File: config.mk
export PLATFORM = sky130hd
export DESIGN_NAME = dns_name_label_encoder
export DESIGN_NICKNAME = d
export VERILOG_FILES = /design/src/hdl/dnle_pkg.sv /design/src/hdl/dnle_front.sv /design/src/hdl/dnle_back.sv /design/src/hdl/dns_name_label_encoder.sv
export SDC_FILE = /design/constraint.sdc
export NUM_CORES = 1
export LEC_CHECK = 0
export BUFFER_PORTS_ARGS = -buffer_cell sky130_fd_sc_hd__buf_2
export CAP_MARGIN = 20
export CORE_MARGIN = 2
export CORE_UTILIZATION = 61
export CTS_CLUSTER_SIZE = 12
export DETAILED_ROUTE_END_ITERATION = 8
export PLACE_DENSITY = 0.82
export SLEW_MARGIN = 20
export SYNTH_ARGS = -nofsm -noshare
export SYNTH_HDL_FRONTEND = slang
export SYNTH_SLANG_ARGS = --single-unit
File: constraint.sdc
create_clock -name i_clk -period 6.9 [get_ports i_clk]
set_clock_uncertainty 0.1 [all_clocks]
set_input_delay 1.38 -clock i_clk [delete_from_list [all_inputs] [get_ports i_clk]]
set_output_delay 1.38 -clock i_clk [all_outputs]
set_load 0.1 [all_outputs]
File: src/hdl/dnle_pkg.sv
// Shared types and constants of the DNS name label encoder.
package dnle_pkg;

    localparam logic [7:0] DOT_CODE  = 8'd46;
    localparam logic [6:0] MAX_LABEL = 7'd63;

    localparam logic [1:0] ST_OK        = 2'd0;
    localparam logic [1:0] ST_EMPTY_LBL = 2'd1;
    localparam logic [1:0] ST_LONG_LBL  = 2'd2;
    localparam logic [1:0] ST_NO_SPACE  = 2'd3;

    typedef struct packed {
        logic [7:0] char_code;
        logic       has_char;
        logic       is_dot;
        logic       end_of_name;
    } t_item;

    typedef struct packed {
        logic        write_enable;
        logic [15:0] write_address;
        logic [7:0]  write_byte;
        logic        name_done;
        logic [1:0]  status;
        logic [15:0] encoded_length;
        logic        last_of_run;
    } t_result;

endpackage

File: src/hdl/dnle_front.sv
// Front part: accepts and classifies characters and queues them for the back part.
module dnle_front #(
    parameter int QUEUE_DEPTH = 4
) (
    input  logic            i_clk,
    input  logic            i_rst_n,
    input  logic            push,
    output logic            full,
    input  logic [7:0]      i_char_code,
    input  logic            i_has_char,
    input  logic            i_end_of_name,
    output logic            o_item_valid,
    output dnle_pkg::t_item o_item,
    input  logic            i_item_take
);

    localparam int PTR_W = (QUEUE_DEPTH > 1) ? $clog2(QUEUE_DEPTH) : 1;
    localparam int CNT_W = $clog2(QUEUE_DEPTH + 1);

    dnle_pkg::t_item r_mem [QUEUE_DEPTH];
    logic [PTR_W-1:0] r_wr_ptr, n_wr_ptr;
    logic [PTR_W-1:0] r_rd_ptr, n_rd_ptr;
    logic [CNT_W-1:0] r_count, n_count;

    dnle_pkg::t_item w_item;
    logic            w_accept;
    logic            w_store;
    logic            w_take;

    always_comb begin
        w_item.char_code   = i_char_code;
        w_item.has_char    = i_has_char;
        w_item.is_dot      = i_has_char && (i_char_code == dnle_pkg::DOT_CODE);
        w_item.end_of_name = i_end_of_name;
    end

    assign full         = (r_count == CNT_W'(QUEUE_DEPTH));
    assign w_accept     = push && !full;
    // drop items that cause no result
    assign w_store      = w_accept && (i_has_char || i_end_of_name);
    assign o_item_valid = (r_count != '0);
    assign w_take       = i_item_take && o_item_valid;
    assign o_item       = r_mem[r_rd_ptr];

    always_comb begin
        n_wr_ptr = r_wr_ptr;
        n_rd_ptr = r_rd_ptr;
        n_count  = r_count;
        if (w_store) begin
            n_wr_ptr = (r_wr_ptr == PTR_W'(QUEUE_DEPTH - 1)) ? '0 : r_wr_ptr + 1'b1;
        end
        if (w_take) begin
            n_rd_ptr = (r_rd_ptr == PTR_W'(QUEUE_DEPTH - 1)) ? '0 : r_rd_ptr + 1'b1;
        end
        if (w_store && !w_take) begin
            n_count = r_count + 1'b1;
        end else if (!w_store && w_take) begin
            n_count = r_count - 1'b1;
        end
    end

    always_ff @(posedge i_clk) begin
        if (!i_rst_n) begin
            r_wr_ptr <= '0;
            r_rd_ptr <= '0;
            r_count  <= '0;
        end else begin
            r_wr_ptr <= n_wr_ptr;
            r_rd_ptr <= n_rd_ptr;
            r_count  <= n_count;
        end
    end

    always_ff @(posedge i_clk) begin
        if (w_store) begin
            r_mem[r_wr_ptr] <= w_item;
        end
    end

endmodule

File: src/hdl/dnle_back.sv
// Back part: label state, write sequencing and the result register.
module dnle_back (
    input  logic              i_clk,
    input  logic              i_rst_n,
    input  logic              i_cfg_wr_en,
    input  logic [15:0]       i_cfg_wr_data,
    input  logic              i_item_valid,
    input  dnle_pkg::t_item   i_item,
    output logic              o_item_take,
    output logic              o_res_valid,
    output dnle_pkg::t_result o_res,
    input  logic              i_res_take
);

    localparam logic [1:0] PH_FIRST = 2'd0;
    localparam logic [1:0] PH_CLOSE = 2'd1;
    localparam logic [1:0] PH_TERM  = 2'd2;

    logic [15:0] r_capacity;
    logic [15:0] r_start, n_start;
    logic [6:0]  r_len, n_len;
    logic [1:0]  r_err, n_err;
    logic [1:0]  r_phase, n_phase;
    logic        r_out_valid;
    dnle_pkg::t_result r_out, n_out;

    logic        w_step;
    logic [1:0]  w_ph;
    logic [1:0]  w_close_err;
    logic [17:0] w_close_end;
    logic [17:0] w_char_addr;
    logic [16:0] w_term_need;
    logic        w_char_ok;
    logic [1:0]  w_term_err;
    logic        w_pop_item;

    assign w_step      = i_item_valid && (!r_out_valid || i_res_take);
    assign o_item_take = w_step && w_pop_item;
    assign o_res_valid = r_out_valid;
    assign o_res       = r_out;

    assign w_close_end = {2'b00, r_start} + {11'd0, r_len} + 18'd2;
    assign w_char_addr = {2'b00, r_start} + {11'd0, r_len} + 18'd1;
    assign w_term_need = {1'b0, r_start} + 17'd1;

    always_comb begin
        w_close_err = r_err;
        if (r_err == dnle_pkg::ST_OK) begin
            if (r_len == '0) begin
                w_close_err = dnle_pkg::ST_EMPTY_LBL;
            end else if (r_len > dnle_pkg::MAX_LABEL) begin
                w_close_err = dnle_pkg::ST_LONG_LBL;
            end else if (w_close_end > {2'b00, r_capacity}) begin
                w_close_err = dnle_pkg::ST_NO_SPACE;
            end
        end
    end

    assign w_char_ok = (r_err == dnle_pkg::ST_OK) && (r_len < dnle_pkg::MAX_LABEL)
                       && (w_char_addr < {2'b00, r_capacity});

    assign w_term_err = ((r_err == dnle_pkg::ST_OK) && (w_term_need > {1'b0, r_capacity}))
                        ? dnle_pkg::ST_NO_SPACE : r_err;

    always_comb begin
        w_ph = r_phase;
        if (r_phase == PH_FIRST && !i_item.has_char) begin
            w_ph = PH_CLOSE;
        end
        if (w_ph == PH_CLOSE && !(r_err == dnle_pkg::ST_OK && r_len != '0)) begin
            w_ph = PH_TERM;
        end
    end

    always_comb begin
        n_start    = r_start;
        n_len      = r_len;
        n_err      = r_err;
        n_phase    = r_phase;
        w_pop_item = 1'b0;
        n_out      = '0;
        case (w_ph)
            PH_FIRST: begin
                if (i_item.is_dot) begin
                    n_err = w_close_err;
                    n_len = '0;
                    if (w_close_err == dnle_pkg::ST_OK) begin
                        n_out.write_enable  = 1'b1;
                        n_out.write_address = r_start;
                        n_out.write_byte    = {1'b0, r_len};
                        n_start = r_start + {9'd0, r_len} + 16'd1;
                    end else begin
                        n_out.status = w_close_err;
                    end
                end else begin
                    if (w_char_ok) begin
                        n_out.write_enable  = 1'b1;
                        n_out.write_address = w_char_addr[15:0];
                        n_out.write_byte    = i_item.char_code;
                    end else begin
                        n_out.status = r_err;
                    end
                    if (r_len < dnle_pkg::MAX_LABEL + 7'd1) begin
                        n_len = r_len + 7'd1;
                    end
                end
                n_out.last_of_run = !i_item.end_of_name;
                n_phase           = i_item.end_of_name ? PH_CLOSE : PH_FIRST;
                w_pop_item        = !i_item.end_of_name;
            end
            PH_CLOSE: begin
                n_err = w_close_err;
                n_len = '0;
                if (w_close_err == dnle_pkg::ST_OK) begin
                    n_out.write_enable  = 1'b1;
                    n_out.write_address = r_start;
                    n_out.write_byte    = {1'b0, r_len};
                    n_start = r_start + {9'd0, r_len} + 16'd1;
                end else begin
                    n_out.status = w_close_err;
                end
                n_phase = PH_TERM;
            end
            PH_TERM: begin
                n_out.name_done   = 1'b1;
                n_out.last_of_run = 1'b1;
                if (w_term_err == dnle_pkg::ST_OK) begin
                    n_out.write_enable   = 1'b1;
                    n_out.write_address  = r_start;
                    n_out.encoded_length = w_term_need[15:0];
                end else begin
                    n_out.status = w_term_err;
                end
                n_start    = '0;
                n_len      = '0;
                n_err      = dnle_pkg::ST_OK;
                n_phase    = PH_FIRST;
                w_pop_item = 1'b1;
            end
            default: begin
                n_phase = PH_FIRST;
            end
        endcase
    end

    always_ff @(posedge i_clk) begin
        if (!i_rst_n) begin
            r_capacity  <= 16'd256;
            r_start     <= '0;
            r_len       <= '0;
            r_err       <= dnle_pkg::ST_OK;
            r_phase     <= PH_FIRST;
            r_out_valid <= 1'b0;
        end else begin
            if (i_cfg_wr_en) begin
                r_capacity <= i_cfg_wr_data;
            end
            if (w_step) begin
                r_start     <= n_start;
                r_len       <= n_len;
                r_err       <= n_err;
                r_phase     <= n_phase;
                r_out_valid <= 1'b1;
            end else if (i_res_take) begin
                r_out_valid <= 1'b0;
            end
        end
    end

    always_ff @(posedge i_clk) begin
        if (w_step) begin
            r_out <= n_out;
        end
    end

endmodule

File: src/hdl/dns_name_label_encoder.sv
// Top level of the DNS name label encoder.
//
//  channel   handshake           payload
//  input     push / full         i_char_code, i_has_char, i_end_of_name
//  result    empty / pop         o_write_enable .. o_last_of_run
//  config    i_cfg_wr_en         i_cfg_wr_data (out_capacity)
//
// One input item per cycle is accepted while the front queue has room.
// Characters and dots give one result each, one per cycle through the back sequencer
// while the result register is free; the closing item of a name gives up to three
// results. An accepted item reaches the ports through the front queue and then the
// result register. A stalled result register holds the back part; the front queue
// keeps accepting until QUEUE_DEPTH items wait. Reset is synchronous, active low.
module dns_name_label_encoder #(
    parameter int QUEUE_DEPTH = 4
) (
    input  logic        i_clk,
    input  logic        i_rst_n,
    input  logic        i_cfg_wr_en,
    input  logic [15:0] i_cfg_wr_data,
    input  logic        push,
    output logic        full,
    input  logic [7:0]  i_char_code,
    input  logic        i_has_char,
    input  logic        i_end_of_name,
    output logic        empty,
    input  logic        pop,
    output logic        o_write_enable,
    output logic [15:0] o_write_address,
    output logic [7:0]  o_write_byte,
    output logic        o_name_done,
    output logic [1:0]  o_status,
    output logic [15:0] o_encoded_length,
    output logic        o_last_of_run
);

    logic              w_item_valid;
    dnle_pkg::t_item   w_item;
    logic              w_item_take;
    logic              w_res_valid;
    dnle_pkg::t_result w_res;

    dnle_front #(
        .QUEUE_DEPTH (QUEUE_DEPTH)
    ) u_front (
        .i_clk         (i_clk),
        .i_rst_n       (i_rst_n),
        .push          (push),
        .full          (full),
        .i_char_code   (i_char_code),
        .i_has_char    (i_has_char),
        .i_end_of_name (i_end_of_name),
        .o_item_valid  (w_item_valid),
        .o_item        (w_item),
        .i_item_take   (w_item_take)
    );

    dnle_back u_back (
        .i_clk         (i_clk),
        .i_rst_n       (i_rst_n),
        .i_cfg_wr_en   (i_cfg_wr_en),
        .i_cfg_wr_data (i_cfg_wr_data),
        .i_item_valid  (w_item_valid),
        .i_item        (w_item),
        .o_item_take   (w_item_take),
        .o_res_valid   (w_res_valid),
        .o_res         (w_res),
        .i_res_take    (pop)
    );

    assign empty            = !w_res_valid;
    assign o_write_enable   = w_res.write_enable;
    assign o_write_address  = w_res.write_address;
    assign o_write_byte     = w_res.write_byte;
    assign o_name_done      = w_res.name_done;
    assign o_status         = w_res.status;
    assign o_encoded_length = w_res.encoded_length;
    assign o_last_of_run    = w_res.last_of_run;

endmodule

# Yosys cells after proc, flatten, opt, wreduce, memory -nomap -nowiden
# Memories as Yosys holds them, arrays and structs flattened. A register that Yosys moved wholly into a read port is not among the register bits.
# Cells that the tools add are included.
[word_totals] ff_bits=96 latchBits=0 ram_bits=44 mem_bits_ro=0 in_bits=31 output_inout_bits=47 word_cells=122 n_memories=1
[memory_table] name="u_front.r_mem" words=4 word_bits=11 rd=1 rd_clocked_by_memory_dff=1 wr=1 line="dnle_front.sv:20" text="dnle_pkg::t_item r_mem [QUEUE_DEPTH];"
[classes] add_sub_neg=11 mul=0 div_mod_pow=0 magnitude_cmp=6 eq_ne=9 shifts=0 muxes=40 n_bitwise=0 reduce_logical=39
[op_table] operator="$mux W25" count=3
[op_table] operator="$pmux W17 S3" count=1
[op_table] operator="$pmux W16 S3" count=1
[op_table] operator="$mux W16" count=2
[op_table] operator="$mux W2" count=16
[op_table] operator="$add A18 B1 Y18 const B" count=1
[op_table] operator="$add A18 B2 Y18 const B" count=1
[op_table] operator="$gt A18 B16 Y1" count=1
[op_table] operator="$lt A18 B16 Y1" count=1
[op_table] operator="$add A16 B1 Y17 const B" count=1
[op_table] operator="$add A16 B7 Y17" count=1
[op_table] operator="$gt A17 B16 Y1" count=1
[op_table] operator="$mux W17" count=1
[op_table] operator="$add A16 B1 Y16 const B" count=1
[op_table] operator="$add A16 B7 Y16" count=1
[op_table] operator="$pmux W8 S2" count=1
[op_table] operator="$logic_and A1 B1 Y1" count=14
[op_table] operator="$mux W7" count=2
[op_table] operator="$pmux W7 S2" count=1
[op_table] operator="$pmux W2 S3" count=2
[op_table] operator="$logic_not A2 Y1" count=5
[op_table] operator="$eq A8 B6 Y1 const B" count=1
[op_table] operator="$add A7 B1 Y7 const B" count=1
[op_table] operator="$gt A7 B6 Y1 const B" count=1
[op_table] operator="23 further kinds" count=44

# Depth between registers and ports, before layout
# Gate-level depths: netlist of the first run.
[logic_depth] word_depth=13 depth_mapped=22 mapped_depth_nobuf=20

# Modules after synthesis
# Synthesis of the first run repeated with hierarchy kept, for this count alone.
[hier_totals] cells_unflattened=854 hier_area_um2=8956.1
[by_module_without_submodules] mod="dnle_back" n_inst=1 cells_each=742 area_each_um2=6837.8 seq_area_each_um2=2232.1
[by_module_without_submodules] mod="dnle_front" n_inst=1 cells_each=111 area_each_um2=2114.5 seq_area_each_um2=1501.4
[by_module_without_submodules] mod="dns_name_label_encoder" n_inst=1 cells_each=1 area_each_um2=3.8 seq_area_each_um2=0.0

# Worst setup path after synthesis of the first run
# Ideal clock, no wire load.
[synth_path] path_type="in2reg" from="in pop" to="reg u_front.r_count[2]" setup_ns=0.070 arrival_ns=5.411 required_time_ns=6.730 path_slack_ns=1.318 path_stages=9 n_path_buf=0 cell_sequence="inv_1 a21oi_1 nand2_1 ha_1 inv_1 fa_1 xor2_1 or3_1 a21oi_1"
[synth_between] elab_chain_len=7 elab_cells_between_ends=9 cone_classes="mux (1); reduce/logical (8)"
[synth_rtl] element="start: declaration" line="dns_name_label_encoder.sv:27" text="input logic pop,"
[synth_rtl] element="$logic_or A1 B1 Y1 *" line="dnle_back.sv:37" text="assign w_step = i_item_valid && (!r_out_valid || i_res_take);"
[synth_rtl] element="$logic_and A1 B1 Y1 *" line="dnle_back.sv:37"
[synth_rtl] element="named net u_back.w_step" line="dnle_back.sv:27" text="logic w_step;"
[synth_rtl] element="$logic_and A1 B1 Y1 *" line="dnle_back.sv:38" text="assign o_item_take = w_step && w_pop_item;"
[synth_rtl] element="$logic_and A1 B1 Y1 *" line="dnle_front.sv:42" text="assign w_take = i_item_take && o_item_valid;"
[synth_rtl] element="$logic_not A1 Y1" line="dnle_front.sv:55" text="if (w_store && !w_take) begin"
[synth_rtl] element="$logic_and A1 B1 Y1" line="dnle_front.sv:55"
[synth_rtl] element="$mux W3 / $reduce_bool A2 Y1 (equally long branches)"
[synth_rtl] element="end signal: assignment" line="dnle_front.sv:70" text="r_count <= n_count;"
[synth_rtl] element="end: declaration" line="dnle_front.sv:23" text="logic [CNT_W-1:0] r_count, n_count;"
# Mark *: on every way through the listed nets, which the timed path passes. The rest lies on a longest branch.
# A chain may end at the register's enable or synchronous reset.

==> impl_metrics.csv, run 1 <==
group,metric,value,unit
outcome,status,"finished clean",
grt,track_usage,30.6,%
timing,slew_headroom,37.7,%
power_and_ir_drop,ir_drop,0.495,mV
floorplanning,fp.dieH,124,um
final_layout,syn_to_final_growth,12.4,%
synth,synth_seq_cells,142,
synth,syn_area_per_cell,10.3,sq um
critical_path,crit_path_max_incr_delay,0.65,ns
timing,tns,0,ns
timing,rsz0062_at_grt,"no",
critical_path,arrival,6.69,ns
final_layout,nFillCells,1062,
clock_tree,cts_tree,"done",
synth,synth.net_count,954,
critical_path,crit_path_top_delay_cell,"nor2_1",
floorplanning,row_count,43,
timing,tightest_slew,0.935,ns
clock_tree,clock-sinks,142,
placement,portBuffers,77,
critical_path,worst_setup_path_end_kind,"register",
timing,post-route-period-util,94.3,%
clock_tree,cts_buffer_depth,2,
timing,fin_ws,0.394,ns
grt,grt_max_degree,51,
synth,synth_edf_count,89,
final_layout,multi_input_area,0.00471,sq mm
synth,syn_area,0.00879,sq mm
run,drv_cap,0,
clock_tree,htreeDepth,4,
drt,wl_per_cell,20.3,um
placement,post-place-ws,0.804,ns
clock_tree,ctsHoldBuffers,0,
drt,ant_nets,0,
timing,setup_viol,0,
drt,vias_per_cell,6.38,
clock_tree,numCtsBuffers,17,
grt,grt_overflow,0,
synth,synth_flop_cell,"edfxtp_1",
critical_path,cp-start-kind,"register",
clock_tree,post_cts_resize_count,0,
power_and_ir_drop,power_density,438,mW/mm^2
placement,gp_congestion,0.993,
timing,fin_crit,6.51,ns
floorplanning,die_w,124,um
critical_path,crit_type,"reg2reg",
synth,synth_async_sr_flop_share,0,%
worst_hold_path,hold_path.class,"reg2reg",
synth,yosysWarnings,0,
timing,clock.fmax,154,MHz
critical_path,cp_max_fo,10,
clock_tree,cts_setup_buffers,0,
final_layout,drive_above_1_share,16.3,%
final_layout,num_antenna_cells,0,
drt,remaining_drc_errors,0,
clock_tree,clock_latency,0.43,ns
power_and_ir_drop,p_leak,0.00412,uW
clock_tree,clock-root-buffer,"clkbuf_16",
placement,dpl.hpwl,16400,um
floorplanning,die_area,0.0154,sq mm
grt,antenna_found_initial,0,
synth,ys_types,81,
synth,seq_area_frac_synth,42.5,%
floorplanning,initial_core_util,62.9,%
drt,drtIter0Drc,900,
floorplanning,core_region_area,0.0140,sq mm
critical_path,crit_chain,"ha_1 -> fa_1 -> xor2_1 -> ha_1 -> nand2_1 -> or4_1 -> nor3_2 -> nand3_1 -> xor2_1 -> ha_1 -> a211oi_1 -> nand4_1 -> a21oi_1 -> nand4_1 -> a41o_1 -> nor2_1 -> buf_4 -> a22oi_1 -> nor2_1",
grt,grt_pass1_wl,35200,um
final_layout,num-nets-final,1016,
critical_path,cp_data_required_time,7.08,ns
timing,maxSlewViolCount,0,
drt,first_pass_iters,5,
critical_path,cp_common_cell,"ha_1",
grt,first_global_vias,6736,
synth,syn-instance-count,851,
drt,routed_wl,22400,um
floorplanning,num_io_pins,78,
drt,vias,7051,
final_layout,regArea,0.00373,sq mm
clock_tree,clk_pin_slew,0.07,ns
timing,final_hold_viol_count,0,
## synthesized netlist by cell type (6+ instances only)
cell      number  share of area (%)
o21ai_0       25                1.4
a22oi_1        6               0.51
mux2i_1       21                2.4
or3_1         14                1.0
buf_2          9               0.51
a22o_1        11                1.1
nand2_1       52                2.2
clkbuf_1      20               0.85
nor3_1        12               0.68
mux4_2        11                2.8
xor2_1        31                3.1
nand4_1       23                1.6
nor2_1        85                3.6
nand3_1       19                1.1
xnor2_1       29                2.9
inv_1         40                1.7
edfxtp_1      89                 30
a21oi_1       43                2.4
dfxtp_1       53                 12
and2_1        10               0.71
a21o_1        19                1.6
nor2b_1        9               0.64
a31oi_1        9               0.64
nand2b_1       7               0.50
o21ai_1        7               0.40
and3_1        26                1.8
ha_1          69                9.8
## layer usage
metal / vias up / track usage (%) / part of all wire (%)
li1: 3271 / - / -
met1: 3322 / 39.7 / 40
met2: 370 / 47.2 / 46
met3: 88 / 6.36 / 8.7
met4: 0 / 18.4 / 6.1
met5: - / 0 / 0
## worst paths after layout
kind / from / to / slack, ns / cells past startpoint
max reg2reg: u_back.r_start[0] / u_back.o_res[22] / 0.39 / 19
max: u_back.r_start[0] / u_back.o_res[22] / 0.39 / 19
min: u_back.r_capacity[14] / u_back.r_capacity[14] / 0.39 / 2
min reg2reg: u_back.r_capacity[14] / u_back.r_capacity[14] / 0.39 / 2
## flip-flops by register name (all words and copies together), names as in the netlist, named ones only
signal,cells
u_back.r_err,2
u_back.o_res_valid,1
u_front.r_mem,44
u_back.o_res,45
u_back.r_phase,2
u_back.r_capacity,16
u_back.r_len,7
u_front.r_count,3
u_back.r_start,16
u_front.r_rd_ptr,2
u_front.r_wr_ptr,2
## cells by family after synthesis
kind of cell             synth area share, %
AND/OR/NAND/NOR                         17.3
AO/OA/AOI/OAI                           14.1
flip-flops                              42.5
buffers and inverters                   4.15
adder cells (fa/ha/maj)                 10.5
XOR/XNOR                                6.16
multiplexers                            5.34
## layout by cell type (no fill, tap or decap), drive strengths merged, types with 9 or more instances in the layout
cell type,instances
a21o,19
a21oi,48
a22o,11
a31oi,9
and2,13
and3,26
buf,82
clkbuf,17
dfxtp,53
edfxtp,89
ha,69
inv,49
mux2i,21
mux4,11
nand2,52
nand3,19
nand4,25
nor2,87
nor2b,9
nor3,13
o21ai,34
or3,15
xnor2,29
xor2,32
## report_power, final
part           internal, uW  leakage, uW  switching (uW)
combinational           413      0.00251            1690
clock                   562     0.000315             421
sequential             1150      0.00129             103
total                  2120      0.00412            2210
## worst max-delay path, delay by kind of cell, from the launching register on
family	cells	cell delay [ns]
flops	1	0.43
fa+ha+maj	4	1.39
buf+inv	1	0.30
xor+xnor	2	0.81
simple gates	8	2.31
compound gates	4	1.00
## per-stage QoR
step,total power [uW],std cells,hold WS [ns],instance area [sq um],util (%)
floorplan,2970,851,0.345,8790,-
global placement,3300,1074,0.373,9240,66.0
detailed placement,3340,1074,0.380,9240,66.0
CTS,4330,1106,0.397,9880,70.6
global route,4530,1106,0.422,9880,70.6
finish,4330,1106,0.389,9880,70.6
## final cells by class
class | count | area share, %
Clock buffer | 17 | 4.31
Clock inverter | 15 | 2.19
Inverter | 40 | 1.52
Multi-Input combinational cell | 630 | 47.6
Sequential cell | 142 | 37.8
Tap cell | 180 | 2.28
Timing Repair Buffer | 82 | 4.28
(Power assumes the default switching activity.)
==> run 2: changes to the inputs <==
==> constraint.sdc (replaced) <==
create_clock -name i_clk -period 6.9 [get_ports i_clk]
set_clock_uncertainty 0.1 [all_clocks]
set_input_delay 0 -clock i_clk [delete_from_list [all_inputs] [get_ports i_clk]]
set_output_delay 0 -clock i_clk [all_outputs]
set_load 0.1 [all_outputs]
==> run 2 against run 1 <==
Sequential share of layout area decreased by 1.3 points. Final area increased by 3.6%. Final cell count rose by 3.3%. Global-route usage is 1.9 points higher. First-iteration DRC count is 14% lower. Combinational power hardly changed. Critical endpoint unchanged. Largest power group unchanged.
==> impl_metrics.csv, run 2 (same netlist as run 1, synthesis figures left out) <==
group,metric,value,unit
critical_path,cp-start-kind,"register",
timing,rsz0062_at_grt,"no",
timing,tns,0,ns
clock_tree,htreeDepth,4,
floorplanning,die_w,124,um
floorplanning,row_count,43,
critical_path,arrival,6.65,ns
drt,wl_met3,2010,um
clock_tree,post_cts_resize_count,0,
final_layout,largest_reg_flops,45,
placement,dpl.hpwl,16400,um
drt,routed_wl,24100,um
grt,track_usage,32.5,%
drt,wl_per_cell,21.1,um
worst_hold_path,whs_path_depth,3,
power_and_ir_drop,p_leak,0.00426,uW
grt,grt_overflow,0,
grt,first_global_vias,7065,
floorplanning,core_region_area,0.0140,sq mm
timing,tightest_slew,0.925,ns
drt,first_pass_iters,5,
floorplanning,num_io_pins,78,
critical_path,crit_path_max_incr_delay,0.67,ns
drt,drtIter0Drc,777,
timing,slew_headroom,38.3,%
timing,fin_crit,6.47,ns
final_layout,drive_above_1_share,15.7,%
critical_path,crit_chain,"ha_1 -> fa_1 -> xor2_1 -> ha_1 -> nand2_1 -> or4_1 -> nor3_2 -> nand3_1 -> xor2_1 -> ha_1 -> a211oi_1 -> nand4_1 -> a21oi_1 -> nand4_1 -> a41o_1 -> nor2_1 -> buf_4 -> a22oi_1 -> nor2_1",
timing,post-route-period-util,93.7,%
timing,final_hold_viol_count,0,
placement,portBuffers,77,
final_layout,syn_to_final_growth,16.4,%
critical_path,cp_common_cell,"ha_1",
placement,gp_congestion,0.993,
final_layout,layout_commonest_cell,"edfxtp_1",
critical_path,reg2reg_depth,19,
clock_tree,numCtsBuffers,17,
critical_path,worstSetupPathDepth,19,
critical_path,worst_setup_path_end_kind,"register",
critical_path,crit_type,"reg2reg",
floorplanning,fp.dieH,124,um
critical_path,reg2reg_slack,0.43,ns
clock_tree,clk_pin_slew,0.07,ns
timing,setup_viol,0,
timing,clock.fmax,155,MHz
grt,antenna_found_initial,0,
final_layout,layout_common_cells,"89 x edfxtp_1, 85 x nor2_1, 77 x buf_2",
clock_tree,cts_buffer_depth,2,
drt,ant_nets,0,
critical_path,cp_data_required_time,7.08,ns
clock_tree,clock-root-buffer,"clkbuf_16",
final_layout,num-nets-final,1052,
drt,dr_wl_met2,11300,um
critical_path,path_delay_family,"simple AND/OR/NAND/NOR gates",
critical_path,cp_num_buf_inv,1,
clock_tree,clock-sinks,142,
floorplanning,initial_core_util,62.9,%
grt,grt_max_degree,51,
clock_tree,clock_latency,0.43,ns
grt,grt_pass1_wl,37100,um
timing,maxSlewViolCount,0,
drt,wl_met1,9290,um
power_and_ir_drop,ir_drop,0.498,mV
drt,vias_per_cell,6.37,
clock_tree,cts_tree,"done",
outcome,status,"finished clean",
power_and_ir_drop,power_density,426,mW/mm^2
run,drv_cap,0,
drt,top_layer,"met4",
final_layout,num_antenna_cells,0,
worst_hold_path,hold_path.class,"in2reg",
drt,remaining_drc_errors,0,
floorplanning,die_area,0.0154,sq mm
critical_path,crit_path_top_delay_cell,"nor2_1",
drt,vias,7276,
timing,whs,0.0172,ns
critical_path,cp_max_fo,10,
## run 2: stage by stage
stage	setup slack, ns	power [uW]	util, %	cells	cell area, sq um
final	0.433	4370	73.2	1142	10200
after global routing	0.254	4550	73.2	1142	10200
after CTS	0.718	4350	73.2	1142	10200
after detailed placement	0.804	3340	66.0	1074	9240
after global placement	0.980	3300	66.0	1074	9240
after floorplan	1.92	2970	-	851	8790
## run 2: worst paths after layout
path / startpoint / end
worst min-delay path: i_cfg_wr_en / u_back.r_capacity[10]
worst max-delay path: u_back.r_start[0] / u_back.o_res[22]
worst min register to register: u_back.r_capacity[10] / u_back.r_capacity[10]
worst max register to register: u_back.r_start[0] / u_back.o_res[22]
## run 2: worst min-delay path, delay by kind of cell
family / cells / cell delay (ns)
buf+inv: 1 / 0.25
mux: 1 / 0.17
simple gates: 1 / 0.07
## run 2: area by class of cell
cell class / count / area, sq um
tap: 180 / 225
timing repair buffer: 118 / 783
sequential: 142 / 3730
inverter: 40 / 150
fill: 1005 / 3750
clock buffer: 17 / 425
clock inverter: 15 / 216
multi-input combinational: 630 / 4710
## run 2: repair_timing
item,CTS,global route
endpoints found under the setup margin,0,0
hold endpoints to repair,70,0
hold buffers,36,0
buffers inserted,0,0
## run 2: power by group
part | switching [uW] | internal [uW]
registers | 108 | 1150
clock network | 424 | 563
logic | 1700 | 428
## run 2: metal layers
metal / global-route usage, % / vias up
met4: 19.7 / 0
met5: 0 / -
met1: 40.6 / 3414
li1: - / 3358
met3: 6.41 / 100
met2: 51.9 / 404
